## src/rtl/core/max_heap_build_and_increase_key_unit_defines.svh

```systemverilog
// ----------------------------------------------------------------------------
// Assertion macros for the max-heap unit
// Concurrent checks that compile away when NO_ASSERTIONS is defined.
// ----------------------------------------------------------------------------
`ifndef MAX_HEAP_BUILD_AND_INCREASE_KEY_UNIT_DEFINES_SVH
`define MAX_HEAP_BUILD_AND_INCREASE_KEY_UNIT_DEFINES_SVH

`ifndef NO_ASSERTIONS
`define MHBIK_ASSERT_NOW(lbl, ante, cons, msg) \
    lbl: assert property (@(posedge i_clk) disable iff (!i_rst_n) (ante) |-> (cons)) \
        else $error(msg);
`define MHBIK_ASSERT_NEXT(lbl, ante, cons, msg) \
    lbl: assert property (@(posedge i_clk) disable iff (!i_rst_n) (ante) |=> (cons)) \
        else $error(msg);
`else
`define MHBIK_ASSERT_NOW(lbl, ante, cons, msg)
`define MHBIK_ASSERT_NEXT(lbl, ante, cons, msg)
`endif

`endif

```

## src/rtl/core/mhbik_pkg.sv

```systemverilog
// ----------------------------------------------------------------------------
// Max-heap unit package
// Operation, status and datapath action codes, and the controller links.
// ----------------------------------------------------------------------------
package mhbik_pkg;

    localparam int KEY_W  = 32;
    localparam int POS_W  = 11;
    localparam int SIZE_W = 11;
    localparam int OP_W   = 2;
    localparam int STAT_W = 2;
    localparam int ACT_W  = 4;

    localparam logic [OP_W-1:0] OP_LOAD  = 2'd0;
    localparam logic [OP_W-1:0] OP_BUILD = 2'd1;
    localparam logic [OP_W-1:0] OP_INCR  = 2'd2;
    localparam logic [OP_W-1:0] OP_READ  = 2'd3;

    localparam logic [STAT_W-1:0] ST_OK         = 2'd0;
    localparam logic [STAT_W-1:0] ST_NOT_LARGER = 2'd1;
    localparam logic [STAT_W-1:0] ST_RANGE      = 2'd2;

    localparam logic [ACT_W-1:0] ACT_NONE       = 4'd0;
    localparam logic [ACT_W-1:0] ACT_CAPTURE    = 4'd1;
    localparam logic [ACT_W-1:0] ACT_WRITE_KEY  = 4'd2;
    localparam logic [ACT_W-1:0] ACT_READ_CUR   = 4'd3;
    localparam logic [ACT_W-1:0] ACT_TAKE_READ  = 4'd4;
    localparam logic [ACT_W-1:0] ACT_READ_PAR   = 4'd5;
    localparam logic [ACT_W-1:0] ACT_SU_STEP    = 4'd6;
    localparam logic [ACT_W-1:0] ACT_BUILD_INIT = 4'd7;
    localparam logic [ACT_W-1:0] ACT_SD_START   = 4'd8;
    localparam logic [ACT_W-1:0] ACT_SD_KEY     = 4'd9;
    localparam logic [ACT_W-1:0] ACT_READ_LEFT  = 4'd10;
    localparam logic [ACT_W-1:0] ACT_SD_LEFT    = 4'd11;
    localparam logic [ACT_W-1:0] ACT_SD_DEC     = 4'd12;
    localparam logic [ACT_W-1:0] ACT_DEC_I      = 4'd13;

    typedef struct packed {
        logic [ACT_W-1:0]  act;
        logic              set_status;
        logic [STAT_W-1:0] status;
        logic              publish;
    } t_dp_cmd;

    typedef struct packed {
        logic [OP_W-1:0] op;
        logic            pos_bad;
        logic            key_gt_rd;
        logic            is_root;
        logic            left_out;
        logic            sift_stop;
        logic            i_zero;
    } t_dp_flags;

endpackage

```

## src/rtl/core/mhbik_ctrl.sv

```systemverilog
// ----------------------------------------------------------------------------
// Max-heap controller
// Sequences each operation as datapath actions and owns both handshakes.
// ----------------------------------------------------------------------------
`include "max_heap_build_and_increase_key_unit_defines.svh"

module mhbik_ctrl (
    input  logic                 i_clk,
    input  logic                 i_rst_n,
    input  logic                 i_s_tvalid,
    output logic                 o_s_tready,
    output logic                 o_m_tvalid,
    input  logic                 i_m_tready,
    input  mhbik_pkg::t_dp_flags i_flags,
    output mhbik_pkg::t_dp_cmd   o_cmd
);

    localparam logic [3:0] S_IDLE     = 4'd0;
    localparam logic [3:0] S_DECODE   = 4'd1;
    localparam logic [3:0] S_RWAIT    = 4'd2;
    localparam logic [3:0] S_SU       = 4'd3;
    localparam logic [3:0] S_SU_CMP   = 4'd4;
    localparam logic [3:0] S_B_CHECK  = 4'd5;
    localparam logic [3:0] S_SD_KEY   = 4'd6;
    localparam logic [3:0] S_SD_CHILD = 4'd7;
    localparam logic [3:0] S_SD_LEFT  = 4'd8;
    localparam logic [3:0] S_SD_DEC   = 4'd9;
    localparam logic [3:0] S_B_NEXT   = 4'd10;
    localparam logic [3:0] S_DONE     = 4'd11;

    logic [3:0] r_state;
    logic [3:0] n_state;
    logic       r_out_valid;
    logic       n_out_valid;
    logic       slot_free;

    assign slot_free  = !r_out_valid || i_m_tready;
    assign o_s_tready = r_state == S_IDLE;
    assign o_m_tvalid = r_out_valid;

    always_comb begin
        n_state          = r_state;
        o_cmd.act        = mhbik_pkg::ACT_NONE;
        o_cmd.set_status = 1'b0;
        o_cmd.status     = mhbik_pkg::ST_OK;
        o_cmd.publish    = 1'b0;
        unique case (r_state)
            S_IDLE: begin
                if (i_s_tvalid) begin
                    o_cmd.act = mhbik_pkg::ACT_CAPTURE;
                    n_state   = S_DECODE;
                end
            end
            S_DECODE: begin
                o_cmd.set_status = 1'b1;
                if (i_flags.op == mhbik_pkg::OP_BUILD) begin
                    o_cmd.act = mhbik_pkg::ACT_BUILD_INIT;
                    n_state   = S_B_CHECK;
                end else if (i_flags.pos_bad) begin
                    o_cmd.status = mhbik_pkg::ST_RANGE;
                    n_state      = S_DONE;
                end else if (i_flags.op == mhbik_pkg::OP_LOAD) begin
                    o_cmd.act = mhbik_pkg::ACT_WRITE_KEY;
                    n_state   = S_DONE;
                end else begin
                    o_cmd.act = mhbik_pkg::ACT_READ_CUR;
                    n_state   = S_RWAIT;
                end
            end
            S_RWAIT: begin
                if (i_flags.op == mhbik_pkg::OP_READ) begin
                    o_cmd.act = mhbik_pkg::ACT_TAKE_READ;
                    n_state   = S_DONE;
                end else if (!i_flags.key_gt_rd) begin
                    o_cmd.set_status = 1'b1;
                    o_cmd.status     = mhbik_pkg::ST_NOT_LARGER;
                    n_state          = S_DONE;
                end else begin
                    n_state = S_SU;
                end
            end
            S_SU: begin
                if (i_flags.is_root) begin
                    o_cmd.act = mhbik_pkg::ACT_WRITE_KEY;
                    n_state   = S_DONE;
                end else begin
                    o_cmd.act = mhbik_pkg::ACT_READ_PAR;
                    n_state   = S_SU_CMP;
                end
            end
            S_SU_CMP: begin
                o_cmd.act = mhbik_pkg::ACT_SU_STEP;
                n_state   = i_flags.key_gt_rd ? S_SU : S_DONE;
            end
            S_B_CHECK: begin
                if (i_flags.i_zero) begin
                    n_state = S_DONE;
                end else begin
                    o_cmd.act = mhbik_pkg::ACT_SD_START;
                    n_state   = S_SD_KEY;
                end
            end
            S_SD_KEY: begin
                o_cmd.act = mhbik_pkg::ACT_SD_KEY;
                n_state   = S_SD_CHILD;
            end
            S_SD_CHILD: begin
                if (i_flags.left_out) begin
                    o_cmd.act = mhbik_pkg::ACT_WRITE_KEY;
                    n_state   = S_B_NEXT;
                end else begin
                    o_cmd.act = mhbik_pkg::ACT_READ_LEFT;
                    n_state   = S_SD_LEFT;
                end
            end
            S_SD_LEFT: begin
                o_cmd.act = mhbik_pkg::ACT_SD_LEFT;
                n_state   = S_SD_DEC;
            end
            S_SD_DEC: begin
                o_cmd.act = mhbik_pkg::ACT_SD_DEC;
                n_state   = i_flags.sift_stop ? S_B_NEXT : S_SD_CHILD;
            end
            S_B_NEXT: begin
                o_cmd.act = mhbik_pkg::ACT_DEC_I;
                n_state   = S_B_CHECK;
            end
            S_DONE: begin
                if (slot_free) begin
                    o_cmd.publish = 1'b1;
                    n_state       = S_IDLE;
                end
            end
            default: begin
                n_state = S_IDLE;
            end
        endcase
    end

    always_comb begin
        priority if (o_cmd.publish) begin
            n_out_valid = 1'b1;
        end else if (i_m_tready) begin
            n_out_valid = 1'b0;
        end else begin
            n_out_valid = r_out_valid;
        end
    end

    always_ff @(posedge i_clk) begin
        if (!i_rst_n) begin
            r_state     <= S_IDLE;
            r_out_valid <= 1'b0;
        end else begin
            r_state     <= n_state;
            r_out_valid <= n_out_valid;
        end
    end

    `MHBIK_ASSERT_NOW(a_publish_slot_free, o_cmd.publish, slot_free, "result published over a pending transfer")
    `MHBIK_ASSERT_NEXT(a_done_drains, (r_state == S_DONE) && slot_free, (r_state == S_IDLE) && r_out_valid, "finished item did not reach the output")
    `MHBIK_ASSERT_NOW(a_su_cmp_after_read, r_state == S_SU_CMP, $past(r_state) == S_SU, "parent compare without a parent read")

endmodule

```

## config.mk

```make
export PLATFORM = sky130hd
export DESIGN_NAME = mhbik_ctrl
export DESIGN_NICKNAME = d
export VERILOG_FILES = /design/src/rtl/core/mhbik_pkg.sv /design/src/rtl/core/mhbik_ctrl.sv
export VERILOG_INCLUDE_DIRS = /design/src /design/src/rtl/core
export SDC_FILE = /design/constraint.sdc
export NUM_CORES = 1
export LEC_CHECK = 0
export ABC_AREA = 1
export BUFFER_PORTS_ARGS = -buffer_cell sky130_fd_sc_hd__buf_4
export CORE_MARGIN = 1.5
export CORE_UTILIZATION = 41
export DETAILED_ROUTE_END_ITERATION = 10
export HOLD_SLACK_MARGIN = 0.1
export PLACE_DENSITY = 0.69
export SKIP_CTS_REPAIR_TIMING = 1
export SYNTH_ARGS = -nofsm -noshare
export SYNTH_HDL_FRONTEND = slang
export SYNTH_SLANG_ARGS = --single-unit
```

## constraint.sdc

```tcl
create_clock -name i_clk -period 1.15 [get_ports i_clk]
set_input_delay 0.1725 -clock i_clk [delete_from_list [all_inputs] [get_ports i_clk]]
set_output_delay 0.1725 -clock i_clk [all_outputs]
set_load 0.02 [all_outputs]
```

After elaboration in Yosys (flattened, before gate mapping)
Cells that the tools add are included.
- word-level logic and storage cells: 53
- bits in registers: 5
- output and inout bits: 10
- input port bits: 12
- mux-type cells: 30
- reductions and logical operators: 6
- equal/unequal tests: 15
- operators by type and width (kind ; number):
    4-bit two-way mux ; 12
    4-bit case mux with 12 select lines ; 1
    4-bit case mux with 11 select lines ; 1
    4-bit by 3-bit equality test with 1-bit output (second input constant) ; 4
    4-bit equality test (second input constant) ; 4
    3-bit two-way mux ; 5
    4-bit by 2-bit equality test with 1-bit output (second input constant) ; 2
    2-bit two-way mux ; 4
    1-bit two-way mux ; 6
    3-bit case mux with 2 select lines ; 1
    4-bit by 1-bit equality test with 1-bit output (second input constant) ; 1
    4-bit logical NOT ; 1
    2-bit inequality test (second input constant) ; 2
    2-bit by 1-bit equality test with 1-bit output (second input constant) ; 1
    2-bit equality test (second input constant) ; 1
    2-bit logical NOT ; 1
    2-bit AND reduction ; 1
    2-bit nonzero test ; 1
    1-bit logical NOT ; 1
    1-bit logical OR ; 1

Depth between registers and ports, before layout
- depth in word-level cells: 5
- mapped depth: 10
- mapped depth without buffers: 10

Worst setup path after synthesis
No wires, ideal clock.
- path type: register to output
- start point: register r_state[1]
- end point: output o_cmd[3] in the netlist's numbering
- setup slack: -472 ps
- buffers on the path: 0
- arrival time: 1450 ps
- required time: 978 ps
- cell stages (with the launch flop): 6
- cell sequence: dfxtp_1 > inv_1 > nor2_1 > nand2_1 > nor3_1 > or2_2
- RTL lines (what ; line ; source):
    start: declaration ; mhbik_ctrl.sv:31 ; logic [3:0] r_state;
    start signal: assignment ; mhbik_ctrl.sv:155 ; r_state <= n_state;
    end: declaration ; mhbik_ctrl.sv:15 ; output mhbik_pkg::t_dp_cmd o_cmd

==> summary.md <==
| Metric | Value |
|---|---|
| Area of the multi-input gates | between 500 and 600 um^2 |
| I/O Pins | 22 |
| Synth-to-Final Area Change | 102.1% |
| Outcome | finished with violations |
| Slew headroom | 75.49% |
| Skew final | roughly 0.010 ns |
| Via density | around 5.6 |
| Critical path class | flip-flop to output pin |
| Arrival @ worst endpoint | 1.45 ns |
| Failing checks | setup timing |
| Register Area | between 100 and 150 um^2 |
| Highest Clock Rate | 0.6162 GHz |
| Die area | 1555 um^2 |
| DR iter-0 viols | 38 |
| HP Class | input pin to flip-flop |
| Synth area leader | nand2_1 |
| Utilization after layout | 93.91% |
| Root buf cell | clkbuf_4 |
| CTS buffer count | 3 |
| CTS max path bufs | 2 |
| Startpoint Class | flip-flop |
| Share of the synthesized area in the top cell type | between 20% and 30% |
| Placement Setup Slack | -0.3145 ns |
| Worst path slowest cell | dfxtp_4 |
| Gr ovfl total | 0 |
| # rows | 12 |
| Total track usage | 27.26% |
| Area contributors post-synth | nand2_1 (26%), dfxtp_1 (18%), inv_1 (17%) |
| RSZ-0062 raised after global routing | true |
| DPL Wire Length | 1.531 mm |
| Worst Setup End Kind | output pin |
| Final net count | 167 |
| Initial core utilization | 46.47% |
| Final period utilization | 141.1% |
| Max_cap viols | 0 |
| Die Ht | roughly 40 um |
| WL final | 2.828 mm |
| Delay-heaviest family, CP | simple AND/OR/NAND/NOR gates |
| Worst Path Buf+Inv | 3 |
| CTS tree | done |
| Worst-Margin Slew | 0.3663 ns |
| Pre-Repair DR Iteration Count | 4 |
| LEAKAGE | 0.0006233 uW |
| YS warnings | 0 |
| ANT cells | 0 |
| IO Port Bufs | 21 |
| Via count | 943 |
| Global-route wire length before repair | 2.780 mm |
| Final Max Tran Viols | 0 |
| Largest net degree at the start of global routing | 7 |
| Synth cell types | 15 |
| Min Hold Slack | around 0.17 ns |
| WL per Instance | 16.83 um |
| Post-Layout Cell Count | 168 |
| DRC | 0 |
| Core ar. | ~1200 um^2 |
| Filler cell count | 42 |
| Final setup vio count | 13 |
| Final worst slack | -0.4728 ns |
| CP required | 0.98 ns |
| Mapped Avg Cell Area | 4.948 um^2 |
| Syn Std Cell Area | roughly 540 um^2 |
| Syn Inst Count | 110 |
| Initial antenna violation count | 0 |
| Clk Latency, worst-skew pair | 0.26 ns |
| Final GP Congestion | 0.8738 |
| Final hold vios | 0 |
| Register area share after synthesis | 18.39% |
| Post-route antenna net violation count | 0 |
| Largest fanout on the critical path | 4 |
| Reg clk slew, reported paths | 0.05 ns |
| Share of layout cells above drive strength 1 | 55.84% |
| Largest stage delay on the critical path | around 0.38 ns |
| Peak VDD IR | 2.058 mV |
| Tmin final | around 1.6 ns |
| Die Wd | 39.44 um |
| H-tree depth | 1 |
| Vias in the first global route | 705 |
| Crit-path cells | inv_6, nand2_4, inv_4, nand2_2, nand2_1, or3_4, buf_6 |
| Seq cells post-synth | 5 |
| Clk sinks | 5 |
| Syn nets | 122 |
| Power per Cell Area | 2518 nW/um^2 |
| Placed instance count | about 160 |
-- cells in the mapped netlist --
master and n:
nand4_1 2, or3_1 1, a211o_1 1, or2_2 1, a21oi_1 5, o2111ai_1 1
nand3_1 5, o21ai_0 6, nand2_1 37, buf_4 1, nor3_1 3, dfxtp_1 5
o22ai_1 1, nor2_1 17, inv_1 24
-- registers in the layout, indices dropped and copies added, names as in the netlist --
name and flops:
r_state 4, o_m_tvalid 1
-- logic make-up (layout without fill, tap and decap cells) --
| group | after synthesis | count (layout) | synth area share, % |
|---|---|---|---|
| compound gates | 14 | 14 | 14.48 |
| buf+inv | 25 | 69 | 17.93 |
| simple gates | 66 | 66 | 49.19 |
| flops | 5 | 5 | 18.39 |
-- placed cells by master (no fill, tap or decap), types with 4 or more instances in the layout --
cell type	netlist	routed
nand3_1	5	5
nor2_1	17	9
a21oi_1	5	4
nand2_4	0	4
inv_1	24	18
nand2_1	37	23
buf_6	0	6
dfxtp_4	0	4
nand2_2	0	10
nor2_4	0	6
buf_4	1	35
-- worst min-delay path: cells and delay by family --
family | cells | cell delay, ns
buffers and inverters | 2 | 0.16
and+or+nand+nor | 1 | 0.05
-- where the power goes --
part | total [uW] | internal [uW] | leakage, uW | switching (uW)
sequential | 403 | 258 | 0.0000437 | 146
clock | 221 | 132 | 0.0000150 | 88.7
combinational | 2150 | 927 | 0.000565 | 1220
total | 2770 | 1320 | 0.000623 | 1450
-- metal layers --
| metal | up-vias | share of wire, % | global-route usage [%] | wire length, um |
|---|---|---|---|---|
| li1 | 430 | - | - | - |
| met2 | 67 | 51 | 49.59 | 1451 |
| met1 | 436 | 39 | 32.54 | 1115 |
| met3 | 10 | 7.1 | 6.818 | 202 |
| met5 | - | 0 | 0 | 0 |
| met4 | 0 | 2.1 | 2.586 | 59 |
-- path summary, 6_finish.rpt --
check / start / to / slack [ns] / cells past startpoint
setup / recovery: r_state[2] / o_cmd[7] / -0.47 / 7
hold / removal: i_rst_n / r_state[1] / 0.17 / 3
setup reg to reg: r_state[3] / r_state[3] / -0.29 / 10
hold reg to reg: o_m_tvalid / o_m_tvalid / 0.68 / 4
-- per-stage QoR --
| stage | instance area, um^2 | total power (uW) | setup TNS, ns |
|---|---|---|---|
| floorplan | 604.3 | 1293 | -0.3454 |
| global route | 1100 | 2874 | -4.886 |
| global placement | 914.6 | 1976 | -1.710 |
| detailed placement | 914.6 | 2005 | -2.174 |
| CTS | 940.9 | 2227 | -4.632 |
| finish | 1100 | 2769 | -4.339 |
-- layout make-up --
| type | instances | share of cell area, % |
|---|---|---|
| multi-input combinational | 80 | 46.19 |
| sequential | 5 | 10.47 |
| tap | 14 | 1.593 |
| clock buffer | 4 | 2.389 |
| inverter | 24 | 9.329 |
| timing repair buffer | 41 | 30.03 |
Power figures use the tool's default switching activity.
